$ cat src/hdl/sirt_pkg.sv
// Shared constants, types and helper functions for the signed integer to radix text block.
package sirt_pkg;

    localparam int unsigned VALUE_W      = 32;
    localparam int unsigned CHAR_W       = 8;
    localparam int unsigned BASE_W       = 5;
    localparam int unsigned ALPHA_W      = 64;
    localparam int unsigned CFG_IDX_W    = 2;
    localparam int unsigned DIGIT_W      = 4;
    localparam int unsigned MAX_DIGITS   = 32;
    localparam int unsigned DIGIT_IDX_W  = $clog2(MAX_DIGITS);
    localparam int unsigned COUNT_W      = DIGIT_IDX_W + 1;
    localparam int unsigned REG_SYMBOLS  = 16;
    localparam int unsigned MAX_SYMBOLS  = 16;
    localparam int unsigned SYMBOL_LIMIT =
        (MAX_SYMBOLS > REG_SYMBOLS) ? REG_SYMBOLS : MAX_SYMBOLS;
    localparam int unsigned QUEUE_DEPTH  = 2;

    // Configuration register indexes.
    localparam logic [CFG_IDX_W-1:0] REG_BASE_SIZE  = 2'd0;
    localparam logic [CFG_IDX_W-1:0] REG_ALPHA_LOW  = 2'd1;
    localparam logic [CFG_IDX_W-1:0] REG_ALPHA_HIGH = 2'd2;

    localparam logic [CHAR_W-1:0] CHAR_PLUS  = 8'h2B;
    localparam logic [CHAR_W-1:0] CHAR_MINUS = 8'h2D;

    localparam logic [BASE_W-1:0]  RST_BASE_SIZE  = 5'd10;
    localparam logic [ALPHA_W-1:0] RST_ALPHA_LOW  = 64'h3736_3534_3332_3130;
    localparam logic [ALPHA_W-1:0] RST_ALPHA_HIGH = 64'h0000_0000_0000_3938;

    typedef struct packed {
        logic               neg;
        logic [VALUE_W-1:0] mag;
    } t_item;

    // Symbol character for a digit index, taken from the two alphabet registers.
    function automatic logic [CHAR_W-1:0] symbol_at(input logic [ALPHA_W-1:0] lo,
                                                    input logic [ALPHA_W-1:0] hi,
                                                    input logic [DIGIT_W-1:0] idx);
        logic [2*ALPHA_W-1:0] all_sym;
        all_sym = {hi, lo};
        return all_sym[CHAR_W*idx +: CHAR_W];
    endfunction

endpackage

$ cat src/hdl/sirt_if.sv
// Channel interfaces: input value beats, output character beats and configuration writes.
interface sirt_value_if;
    import sirt_pkg::*;
    logic                      valid;
    logic                      ready;
    logic signed [VALUE_W-1:0] value;
    modport source (output valid, output value, input ready);
    modport sink   (input valid, input value, output ready);
endinterface

interface sirt_char_if;
    import sirt_pkg::*;
    logic              valid;
    logic              ready;
    logic [CHAR_W-1:0] text_char;
    logic              last_char;
    modport source (output valid, output text_char, output last_char, input ready);
    modport sink   (input valid, input text_char, input last_char, output ready);
endinterface

interface sirt_cfg_if;
    import sirt_pkg::*;
    logic                 valid;
    logic                 ready;
    logic [CFG_IDX_W-1:0] index;
    logic [ALPHA_W-1:0]   data;
    modport source (output valid, output index, output data, input ready);
    modport sink   (input valid, input index, input data, output ready);
endinterface

$ cat src/hdl/signed_integer_to_radix_text.sv
// An accepted value is stored in the queue and reaches the engine once the engine is idle;
// each digit takes one pass per significant byte of the running quotient (1 to 4), then the
// sign, if any, and the digits leave one character per cycle while o_text.ready is high.
// The engine holds one value at a time and takes the next after loading the last character.
// Reset (synchronous, active low) restores radix ten with digits 0 to 9 and empties the queue.
// Beats taken while the alphabet is invalid produce no characters.
module signed_integer_to_radix_text #(
    parameter int unsigned QUEUE_DEPTH = sirt_pkg::QUEUE_DEPTH
) (
    input  logic        i_clk,
    input  logic        i_rst_n,
    sirt_value_if.sink  i_value,
    sirt_cfg_if.sink    i_cfg,
    sirt_char_if.source o_text
);
    import sirt_pkg::*;

    // Configuration registers. Writes must be issued only while the block is idle, so the engine
    // sees a stable radix and alphabet for a whole conversion; the block does not enforce this.
    logic [BASE_W-1:0]  r_base_size;
    logic [ALPHA_W-1:0] r_alpha_low;
    logic [ALPHA_W-1:0] r_alpha_high;

    // Handshake between front end, queue and engine.
    logic  push;
    logic  pop;
    logic  queue_full;
    logic  queue_empty;
    t_item front_item;
    t_item queue_item;

    // The configuration channel never stalls; writes to an unknown index
    // are accepted and ignored.
    assign i_cfg.ready = 1'b1;

    always_ff @(posedge i_clk) begin
        if (!i_rst_n) begin
            r_base_size  <= RST_BASE_SIZE;
            r_alpha_low  <= RST_ALPHA_LOW;
            r_alpha_high <= RST_ALPHA_HIGH;
        end else if (i_cfg.valid) begin
            case (i_cfg.index)
                REG_BASE_SIZE:  r_base_size  <= i_cfg.data[BASE_W-1:0];
                REG_ALPHA_LOW:  r_alpha_low  <= i_cfg.data;
                REG_ALPHA_HIGH: r_alpha_high <= i_cfg.data;
                default: ;
            endcase
        end
    end

    // The front end takes a beat whenever the queue has room, checks the
    // alphabet and turns the signed value into sign plus magnitude.
    sirt_front u_front (
        .i_value      (i_value),
        .i_base_size  (r_base_size),
        .i_alpha_low  (r_alpha_low),
        .i_alpha_high (r_alpha_high),
        .i_queue_full (queue_full),
        .o_push       (push),
        .o_item       (front_item)
    );

    sirt_queue #(
        .DEPTH (QUEUE_DEPTH)
    ) u_queue (
        .i_clk   (i_clk),
        .i_rst_n (i_rst_n),
        .i_push  (push),
        .i_item  (front_item),
        .i_pop   (pop),
        .o_full  (queue_full),
        .o_empty (queue_empty),
        .o_item  (queue_item)
    );

    // The engine stores digits least significant first, then plays them
    // back most significant first through a registered output stage.
    sirt_back u_back (
        .i_clk        (i_clk),
        .i_rst_n      (i_rst_n),
        .i_radix      (r_base_size),
        .i_alpha_low  (r_alpha_low),
        .i_alpha_high (r_alpha_high),
        .i_empty      (queue_empty),
        .i_item       (queue_item),
        .o_pop        (pop),
        .o_text       (o_text)
    );

endmodule

$ cat src/hdl/sirt_front.sv
// Front end: accepts values, checks the alphabet and forms sign and magnitude for the queue.
module sirt_front (
    sirt_value_if.sink                  i_value,
    input  logic [sirt_pkg::BASE_W-1:0]  i_base_size,
    input  logic [sirt_pkg::ALPHA_W-1:0] i_alpha_low,
    input  logic [sirt_pkg::ALPHA_W-1:0] i_alpha_high,
    input  logic                         i_queue_full,
    output logic                         o_push,
    output sirt_pkg::t_item              o_item
);
    import sirt_pkg::*;

    localparam logic [BASE_W-1:0] LIMIT = BASE_W'(SYMBOL_LIMIT);

    logic               alpha_ok;
    logic [VALUE_W-1:0] value_u;

    // The alphabet is usable when it has enough symbols, no sign characters
    // and no symbol appears twice among the ones in use.
    always_comb begin
        alpha_ok = (i_base_size >= BASE_W'(2)) && (i_base_size <= LIMIT);
        for (int i = 0; i < REG_SYMBOLS; i++) begin
            if (BASE_W'(i) < i_base_size) begin
                if (symbol_at(i_alpha_low, i_alpha_high, DIGIT_W'(i)) == CHAR_PLUS ||
                    symbol_at(i_alpha_low, i_alpha_high, DIGIT_W'(i)) == CHAR_MINUS) begin
                    alpha_ok = 1'b0;
                end
                for (int j = i + 1; j < REG_SYMBOLS; j++) begin
                    if (BASE_W'(j) < i_base_size &&
                        symbol_at(i_alpha_low, i_alpha_high, DIGIT_W'(j)) ==
                        symbol_at(i_alpha_low, i_alpha_high, DIGIT_W'(i))) begin
                        alpha_ok = 1'b0;
                    end
                end
            end
        end
    end

    assign value_u       = i_value.value;
    assign i_value.ready = !i_queue_full;
    // Values that arrive while the alphabet is invalid are taken and dropped.
    assign o_push        = i_value.valid && !i_queue_full && alpha_ok;
    assign o_item.neg    = value_u[VALUE_W-1];
    assign o_item.mag    = value_u[VALUE_W-1] ? (~value_u + VALUE_W'(1)) : value_u;

endmodule

$ cat src/hdl/sirt_queue.sv
// Short queue of classified items between the front end and the conversion engine.
module sirt_queue #(
    parameter int unsigned DEPTH = sirt_pkg::QUEUE_DEPTH
) (
    input  logic            i_clk,
    input  logic            i_rst_n,
    input  logic            i_push,
    input  sirt_pkg::t_item i_item,
    input  logic            i_pop,
    output logic            o_full,
    output logic            o_empty,
    output sirt_pkg::t_item o_item
);
    import sirt_pkg::*;

    localparam int unsigned PTR_W = (DEPTH > 1) ? $clog2(DEPTH) : 1;
    localparam int unsigned CNT_W = $clog2(DEPTH + 1);
    localparam logic [PTR_W-1:0] PTR_LAST = PTR_W'(DEPTH - 1);
    localparam logic [CNT_W-1:0] CNT_FULL = CNT_W'(DEPTH);

    t_item            r_mem [DEPTH];
    logic [PTR_W-1:0] r_wr_ptr;
    logic [PTR_W-1:0] r_rd_ptr;
    logic [CNT_W-1:0] r_count;
    logic             do_push;
    logic             do_pop;

    assign o_full  = (r_count == CNT_FULL);
    assign o_empty = (r_count == '0);
    assign o_item  = r_mem[r_rd_ptr];
    assign do_push = i_push && !o_full;
    assign do_pop  = i_pop && !o_empty;

    always_ff @(posedge i_clk) begin
        if (do_push) begin
            r_mem[r_wr_ptr] <= i_item;
        end
    end

    always_ff @(posedge i_clk) begin
        if (!i_rst_n) begin
            r_wr_ptr <= '0;
            r_rd_ptr <= '0;
            r_count  <= '0;
        end else begin
            if (do_push) begin
                r_wr_ptr <= (r_wr_ptr == PTR_LAST) ? '0 : r_wr_ptr + PTR_W'(1);
            end
            if (do_pop) begin
                r_rd_ptr <= (r_rd_ptr == PTR_LAST) ? '0 : r_rd_ptr + PTR_W'(1);
            end
            if (do_push && !do_pop) begin
                r_count <= r_count + CNT_W'(1);
            end else if (do_pop && !do_push) begin
                r_count <= r_count - CNT_W'(1);
            end
        end
    end

endmodule

$ cat src/hdl/sirt_back.sv
// Conversion engine: divides the magnitude by the radix byte by byte and emits the characters.
module sirt_back (
    input  logic                         i_clk,
    input  logic                         i_rst_n,
    input  logic [sirt_pkg::BASE_W-1:0]  i_radix,
    input  logic [sirt_pkg::ALPHA_W-1:0] i_alpha_low,
    input  logic [sirt_pkg::ALPHA_W-1:0] i_alpha_high,
    input  logic                         i_empty,
    input  sirt_pkg::t_item              i_item,
    output logic                         o_pop,
    sirt_char_if.source                  o_text
);
    import sirt_pkg::*;

    localparam logic [1:0] ST_IDLE = 2'd0;
    localparam logic [1:0] ST_DIV  = 2'd1;
    localparam logic [1:0] ST_SIGN = 2'd2;
    localparam logic [1:0] ST_EMIT = 2'd3;

    localparam int unsigned BYTES    = VALUE_W / CHAR_W;
    localparam int unsigned BYTE_W   = $clog2(BYTES);
    localparam logic [COUNT_W-1:0] LAST_CNT = COUNT_W'(MAX_DIGITS - 1);

    logic [1:0]             r_state;
    logic [1:0]             n_state;
    logic                   r_neg;
    logic [VALUE_W-1:0]     r_mag;
    logic [DIGIT_W-1:0]     r_rem;
    logic [BYTE_W-1:0]      r_top;
    logic [BYTE_W-1:0]      r_bidx;
    logic [COUNT_W-1:0]     r_cnt;
    logic [DIGIT_IDX_W-1:0] r_idx;
    logic [DIGIT_W-1:0]     r_digits [MAX_DIGITS];
    logic                   r_ovalid;
    logic [CHAR_W-1:0]      r_ochar;
    logic                   r_olast;

    logic [DIGIT_W-1:0] s_rem;
    logic [DIGIT_W:0]   s_part;
    logic [CHAR_W-1:0]  s_byte;
    logic [CHAR_W-1:0]  s_q;
    logic [VALUE_W-1:0] s_qword;
    logic [BYTE_W-1:0]  s_load_top;
    logic [BYTE_W-1:0]  s_next_top;
    logic               s_div_done;
    logic               out_load;

    // Eight restoring division steps on the current dividend byte.
    always_comb begin
        s_byte = r_mag[CHAR_W*r_bidx +: CHAR_W];
        s_rem  = r_rem;
        s_part = '0;
        s_q    = '0;
        for (int k = CHAR_W - 1; k >= 0; k--) begin
            s_part = {s_rem, s_byte[k]};
            if (s_part >= i_radix) begin
                s_q[k] = 1'b1;
                s_part = s_part - i_radix;
            end
            s_rem = s_part[DIGIT_W-1:0];
        end
        s_qword = r_mag;
        s_qword[CHAR_W*r_bidx +: CHAR_W] = s_q;
    end

    // Highest nonzero byte of a fresh magnitude; later passes drop a byte
    // once the quotient's top byte becomes zero.
    always_comb begin
        s_load_top = '0;
        for (int b = 1; b < BYTES; b++) begin
            if (i_item.mag[CHAR_W*b +: CHAR_W] != '0) begin
                s_load_top = BYTE_W'(b);
            end
        end
        s_next_top = r_top;
        if (r_top != '0 && s_qword[CHAR_W*r_top +: CHAR_W] == '0) begin
            s_next_top = r_top - BYTE_W'(1);
        end
        s_div_done = (s_qword == '0) || (r_cnt == LAST_CNT);
    end

    assign out_load = !r_ovalid || o_text.ready;
    assign o_pop    = (r_state == ST_IDLE) && !i_empty;

    always_comb begin
        n_state = r_state;
        case (r_state)
            ST_IDLE: if (!i_empty) n_state = ST_DIV;
            ST_DIV: begin
                if (r_bidx == '0 && s_div_done) begin
                    n_state = r_neg ? ST_SIGN : ST_EMIT;
                end
            end
            ST_SIGN: if (out_load) n_state = ST_EMIT;
            ST_EMIT: if (out_load && r_idx == '0) n_state = ST_IDLE;
            default: n_state = ST_IDLE;
        endcase
    end

    always_ff @(posedge i_clk) begin
        if (r_state == ST_DIV && r_bidx == '0) begin
            r_digits[r_cnt[DIGIT_IDX_W-1:0]] <= s_rem;
        end
    end

    always_ff @(posedge i_clk) begin
        if (!i_rst_n) begin
            r_state  <= ST_IDLE;
            r_ovalid <= 1'b0;
            r_cnt    <= '0;
            r_mag    <= '0;
        end else begin
            r_state <= n_state;
            if (out_load) begin
                r_ovalid <= (r_state == ST_SIGN) || (r_state == ST_EMIT);
            end
            case (r_state)
                ST_IDLE: begin
                    if (!i_empty) begin
                        r_neg  <= i_item.neg;
                        r_mag  <= i_item.mag;
                        r_rem  <= '0;
                        r_top  <= s_load_top;
                        r_bidx <= s_load_top;
                        r_cnt  <= '0;
                    end
                end
                ST_DIV: begin
                    r_mag <= s_qword;
                    if (r_bidx != '0) begin
                        r_rem  <= s_rem;
                        r_bidx <= r_bidx - BYTE_W'(1);
                    end else begin
                        r_cnt  <= r_cnt + COUNT_W'(1);
                        r_rem  <= '0;
                        r_idx  <= r_cnt[DIGIT_IDX_W-1:0];
                        r_top  <= s_next_top;
                        r_bidx <= s_next_top;
                    end
                end
                ST_SIGN: begin
                    if (out_load) begin
                        r_ochar <= CHAR_MINUS;
                        r_olast <= 1'b0;
                    end
                end
                ST_EMIT: begin
                    if (out_load) begin
                        r_ochar <= symbol_at(i_alpha_low, i_alpha_high, r_digits[r_idx]);
                        r_olast <= (r_idx == '0);
                        if (r_idx != '0) begin
                            r_idx <= r_idx - DIGIT_IDX_W'(1);
                        end
                    end
                end
                default: ;
            endcase
        end
    end

    assign o_text.valid     = r_ovalid;
    assign o_text.text_char = r_ochar;
    assign o_text.last_char = r_olast;

endmodule
$ cat src/flat_wrapper.sv
// flat-port wrapper written by rule: the top's interface ports become plain ports
module signed_integer_to_radix_text_flat import sirt_pkg::*;
#(
    parameter int unsigned QUEUE_DEPTH = sirt_pkg::QUEUE_DEPTH
)
  (i_clk, i_rst_n, i_value_valid, i_value_value, i_value_ready, i_cfg_valid, i_cfg_index, i_cfg_data, i_cfg_ready, o_text_valid, o_text_text_char, o_text_last_char, o_text_ready);
  sirt_value_if i_value_i ();
  sirt_cfg_if i_cfg_i ();
  sirt_char_if o_text_i ();
  input  logic i_clk;
  input  logic i_rst_n;
  input wire logic [$bits(i_value_i.valid)-1:0] i_value_valid;
  input wire logic [$bits(i_value_i.value)-1:0] i_value_value;
  output wire logic [$bits(i_value_i.ready)-1:0] i_value_ready;
  input wire logic [$bits(i_cfg_i.valid)-1:0] i_cfg_valid;
  input wire logic [$bits(i_cfg_i.index)-1:0] i_cfg_index;
  input wire logic [$bits(i_cfg_i.data)-1:0] i_cfg_data;
  output wire logic [$bits(i_cfg_i.ready)-1:0] i_cfg_ready;
  output wire logic [$bits(o_text_i.valid)-1:0] o_text_valid;
  output wire logic [$bits(o_text_i.text_char)-1:0] o_text_text_char;
  output wire logic [$bits(o_text_i.last_char)-1:0] o_text_last_char;
  input wire logic [$bits(o_text_i.ready)-1:0] o_text_ready;
  assign i_value_i.valid = i_value_valid;
  assign i_value_i.value = i_value_value;
  assign i_value_ready = i_value_i.ready;
  assign i_cfg_i.valid = i_cfg_valid;
  assign i_cfg_i.index = i_cfg_index;
  assign i_cfg_i.data = i_cfg_data;
  assign i_cfg_ready = i_cfg_i.ready;
  assign o_text_valid = o_text_i.valid;
  assign o_text_text_char = o_text_i.text_char;
  assign o_text_last_char = o_text_i.last_char;
  assign o_text_i.ready = o_text_ready;
  signed_integer_to_radix_text #(.QUEUE_DEPTH(QUEUE_DEPTH)) u_core (.i_clk(i_clk), .i_rst_n(i_rst_n), .i_value(i_value_i), .i_cfg(i_cfg_i), .o_text(o_text_i));
endmodule
$ cat config.mk
export PLATFORM = sky130hd
export DESIGN_NAME = signed_integer_to_radix_text_flat
export DESIGN_NICKNAME = d
export VERILOG_FILES = /design/src/hdl/sirt_pkg.sv /design/src/hdl/sirt_if.sv /design/src/hdl/signed_integer_to_radix_text.sv /design/src/hdl/sirt_front.sv /design/src/hdl/sirt_queue.sv /design/src/hdl/sirt_back.sv /design/src/flat_wrapper.sv
export SDC_FILE = /design/constraint.sdc
export NUM_CORES = 2
export LEC_CHECK = 0
export BUFFER_PORTS_ARGS = -buffer_cell sky130_fd_sc_hd__clkbuf_2
export CAP_MARGIN = 20
export CORE_UTILIZATION = 40
export DETAILED_ROUTE_END_ITERATION = 7
export PLACE_DENSITY_LB_ADDON = 0.12
export SLEW_MARGIN = 20
export SYNTH_ARGS = -nofsm -noshare
export SYNTH_HDL_FRONTEND = slang
export SYNTH_SLANG_ARGS = --single-unit
$ cat constraint.sdc
create_clock -name i_clk -period 23.6 [get_ports i_clk]
set_clock_uncertainty 0.2 [all_clocks]
set_input_delay 1.18 -clock i_clk [delete_from_list [all_inputs] [get_ports i_clk]]
set_output_delay 1.18 -clock i_clk [all_outputs]
set_load 0.03 [all_outputs]
==> run_results.csv <==
group,metric,value,unit
status,status,"finished, final reports clean",
detailed_routing,ant_nets,0,
setup_path,startpoint_type,"flop",
synthesis,synth_edf_count,217,
synthesis,yosys_register_bits,401,
detailed_routing,wirelength,128000,um
setup_path,crit_family,"compound AO/OA/AOI/OAI gates",
synthesis,yosysMostFrequentCell,"xnor2_1",
cts,numCtsBuffers,48,
cts,clockBufferDepth,3,
cells_and_area,area_growth,10.0,%
synthesis,syn_inst,3544,
cts,clock_sink_count,401,
synthesis,synthDominantAreaCellType,"xnor2_1",
floorplan,die_y,285,um
cells_and_area,nNetsFinal,3667,
detailed_routing,drt_iter0_drc,2884,
setup_path,cp-startpoint,"u_core.r_base_size[1]$_SDFFE_PN1P_",
grt,grt_use_total,30.8,%
synthesis,synth_fp_nets,3714,
timing,fmax,57.2,MHz
setup_path,worstPathArrival,17840,ps
timing,finalHoldViolations,0,
synthesis,netlist_area,32100,um2
grt,grt_antenna_before_repair,3,
setup_path,cp_slowest_cell,"o22ai_1",
setup_path,crit_path_max_fanout,16,
timing,tightest_slew,1220,ps
floorplan,fp.dieW,285,um
timing,setup_viol,0,
synthesis,synth_ff_type,"edfxtp_1",
cts,cts_setup_buffers,0,
setup_path,crit_type,"flop to flop",
cts,cts.clk_slew.worst_paths,60,ps
detailed_routing,num_vias,27800,
floorplan,core,79100,um2
synthesis,synthArstFlopShare,0,%
cts,cts-root-buf,"clkbuf_16",
grt,grt_overflow,0,
synthesis,synth_area_leaders,"xnor2_1 (22%), edfxtp_1 (20%), dfxtp_1 (11%), xor2_1 (6.1%), nand2_1 (4.2%)",
grt,grt_pass1_vias,27600,
synthesis,yosys_warnings,0,
cts,cts_hold_buf,0,
timing,finalSetupTns,0,ps
synthesis,syn_area_per_cell,9.05,um2
grt,grt_max_degree,90,
setup_path,worst_path_largest_cell_delay,820,ps
hold_path,hold_path.class,"flop to flop",
timing,maxSlewViolCount,0,
synthesis,ys_seq_area_share,31.8,%
cts,cts_tree,"yes",
cts,postCtsResizedCells,0,
cells_and_area,drive_gt1_share,12.2,%
synthesis,synth_top_area_share,21.7,%
cts,htree_levels,2,
detailed_routing,drc_errors,0,
hold_path,hp-start,"u_core.r_alpha_low[62]$_SDFFE_PN0P_",
placed_design,dp_hpwl,81000,um
synthesis,synth.distinct_cells,75,
placed_design,port-buffer-count,113,
setup_path,cpMostUsedCell,"ha_1",
placed_design,place_congestion,0.988,
detailed_routing,viasPerCell,6.06,
detailed_routing,post_drt_wl_per_cell,27.9,um
floorplan,io_pins,115,
flow_run,cap_violations,0,
setup_path,critPathBufInv,5,
synthesis,synth_commonest_cells,"xnor2_1 (794), nand2_1 (362), xor2_1 (224), edfxtp_1 (217), clkbuf_1 (204)",
timing,rsz0062_at_grt,"no",
detailed_routing,firstDrtPassIters,7,
setup_path,r2r-start,"u_core.r_base_size[1]$_SDFFE_PN1P_",
timing,slew_headroom,17.7,%
setup_path,crit_path_end_kind,"flop",
floorplan,start_util,40.5,%
grt,grt_pass1_wl,187000,um
timing,finalCritPeriodShare,74.1,%
cts,clk_latency,640,ps
floorplan,placementRows,103,
floorplan,die-area,81300,um2
setup_path,crit_required,23960,ps
timing,period_needed,17480,ps
-- layout by cell type (no fill, tap or decap), types with 16 or more instances in the layout --
cell type	n
a31oi_1	36
mux4_1	23
inv_1	66
a21oi_1	181
o221ai_1	23
clkbuf_2	113
buf_4	167
o31ai_1	16
a211oi_1	26
dfxtp_1	181
nand4_1	190
edfxtp_1	217
xnor2_1	794
mux2i_1	64
nor2b_1	28
o21ai_0	38
mux4_2	39
clkbuf_16	48
nor4_1	100
ha_1	59
nand3_1	79
nor3_1	87
nand2_1	362
nor2_1	121
xor2_1	224
-- registers in the layout, indices dropped and copies added (netlist names), 2 cells and up, named ones only --
| register | flops |
|---|---|
| u_core.r_alpha_high | 64 |
| u_core.r_alpha_low | 64 |
| u_core.r_base_size | 5 |
| u_core.u_back.o_text.text_char | 8 |
| u_core.u_back.r_bidx | 2 |
| u_core.u_back.r_cnt | 6 |
| u_core.u_back.r_digits | 128 |
| u_core.u_back.r_idx | 5 |
| u_core.u_back.r_mag | 32 |
| u_core.u_back.r_rem | 4 |
| u_core.u_back.r_state | 2 |
| u_core.u_back.r_top | 2 |
| u_core.u_queue.r_count | 2 |
| u_core.u_queue.r_mem | 66 |
-- per-layer routing --
metal | global-route usage, % | vias up | wire length, um
met5 | 0 | - | 13
met4 | 17.4 | 2 | 7910
met3 | 6.20 | 482 | 10800
met2 | 48.5 | 1405 | 57700
met1 | 39.3 | 13700 | 51800
li1 | - | 12300 | -
-- worst min-delay path: stages, from the launching register on --
cell	delay, ps
dfxtp_1	310
nand2_1	50
a21oi_1	50
-- stage by stage --
step           util [%]  std cells  hold slack [ps]  cell area [um2]  setup WS (ps)
2_1_floorplan         -       3544              246            32100          10050
3_3_place_gp       42.6       4497              243            33700           7010
3_5_place_dp       42.6       4497              248            33700           6260
4_1_cts            44.6       4587              256            35300           6250
5_1_grt            44.6       4587              273            35300           4550
6_report           44.6       4590              257            35300           6120
-- cells by family (layout without fill, tap and decap cells) --
group	count (synthesis)	in the layout	share of synthesized area (%)
compound gates	413	413	8.13
xor+xnor	1018	1018	27.8
fa+ha+maj	67	67	2.80
buf+inv	446	439	5.68
flops	401	401	31.8
mux	146	146	7.39
other cells	1	4	0.0117
simple gates	1052	1052	16.4
-- final cells by class --
| class | instances | area [um2] |
|---|---|---|
| Multi-Input combinational cell | 2697 | 20100 |
| Sequential cell | 401 | 10200 |
| Inverter | 69 | 262 |
| Timing Repair Buffer | 280 | 1820 |
| Clock inverter | 34 | 355 |
| Clock buffer | 56 | 1240 |
| Tap cell | 1050 | 1310 |
| Antenna cell | 3 | 7.51 |
| Fill cell | 7637 | 43800 |
-- worst paths after layout --
path	to	slack, ps	cells past startpoint
worst max-delay path	u_core.u_back.r_state[0]$_SDFFE_PN0P_	6120	54
worst min-delay path	u_core.r_alpha_low[62]$_SDFFE_PN0P_	260	2
worst max register to register	u_core.u_back.r_state[0]$_SDFFE_PN0P_	6120	54
worst min register to register	u_core.r_alpha_low[62]$_SDFFE_PN0P_	260	2
Power is not shown: default switching activity piles up to over one toggle a cycle in this logic, so the estimate is an artifact.
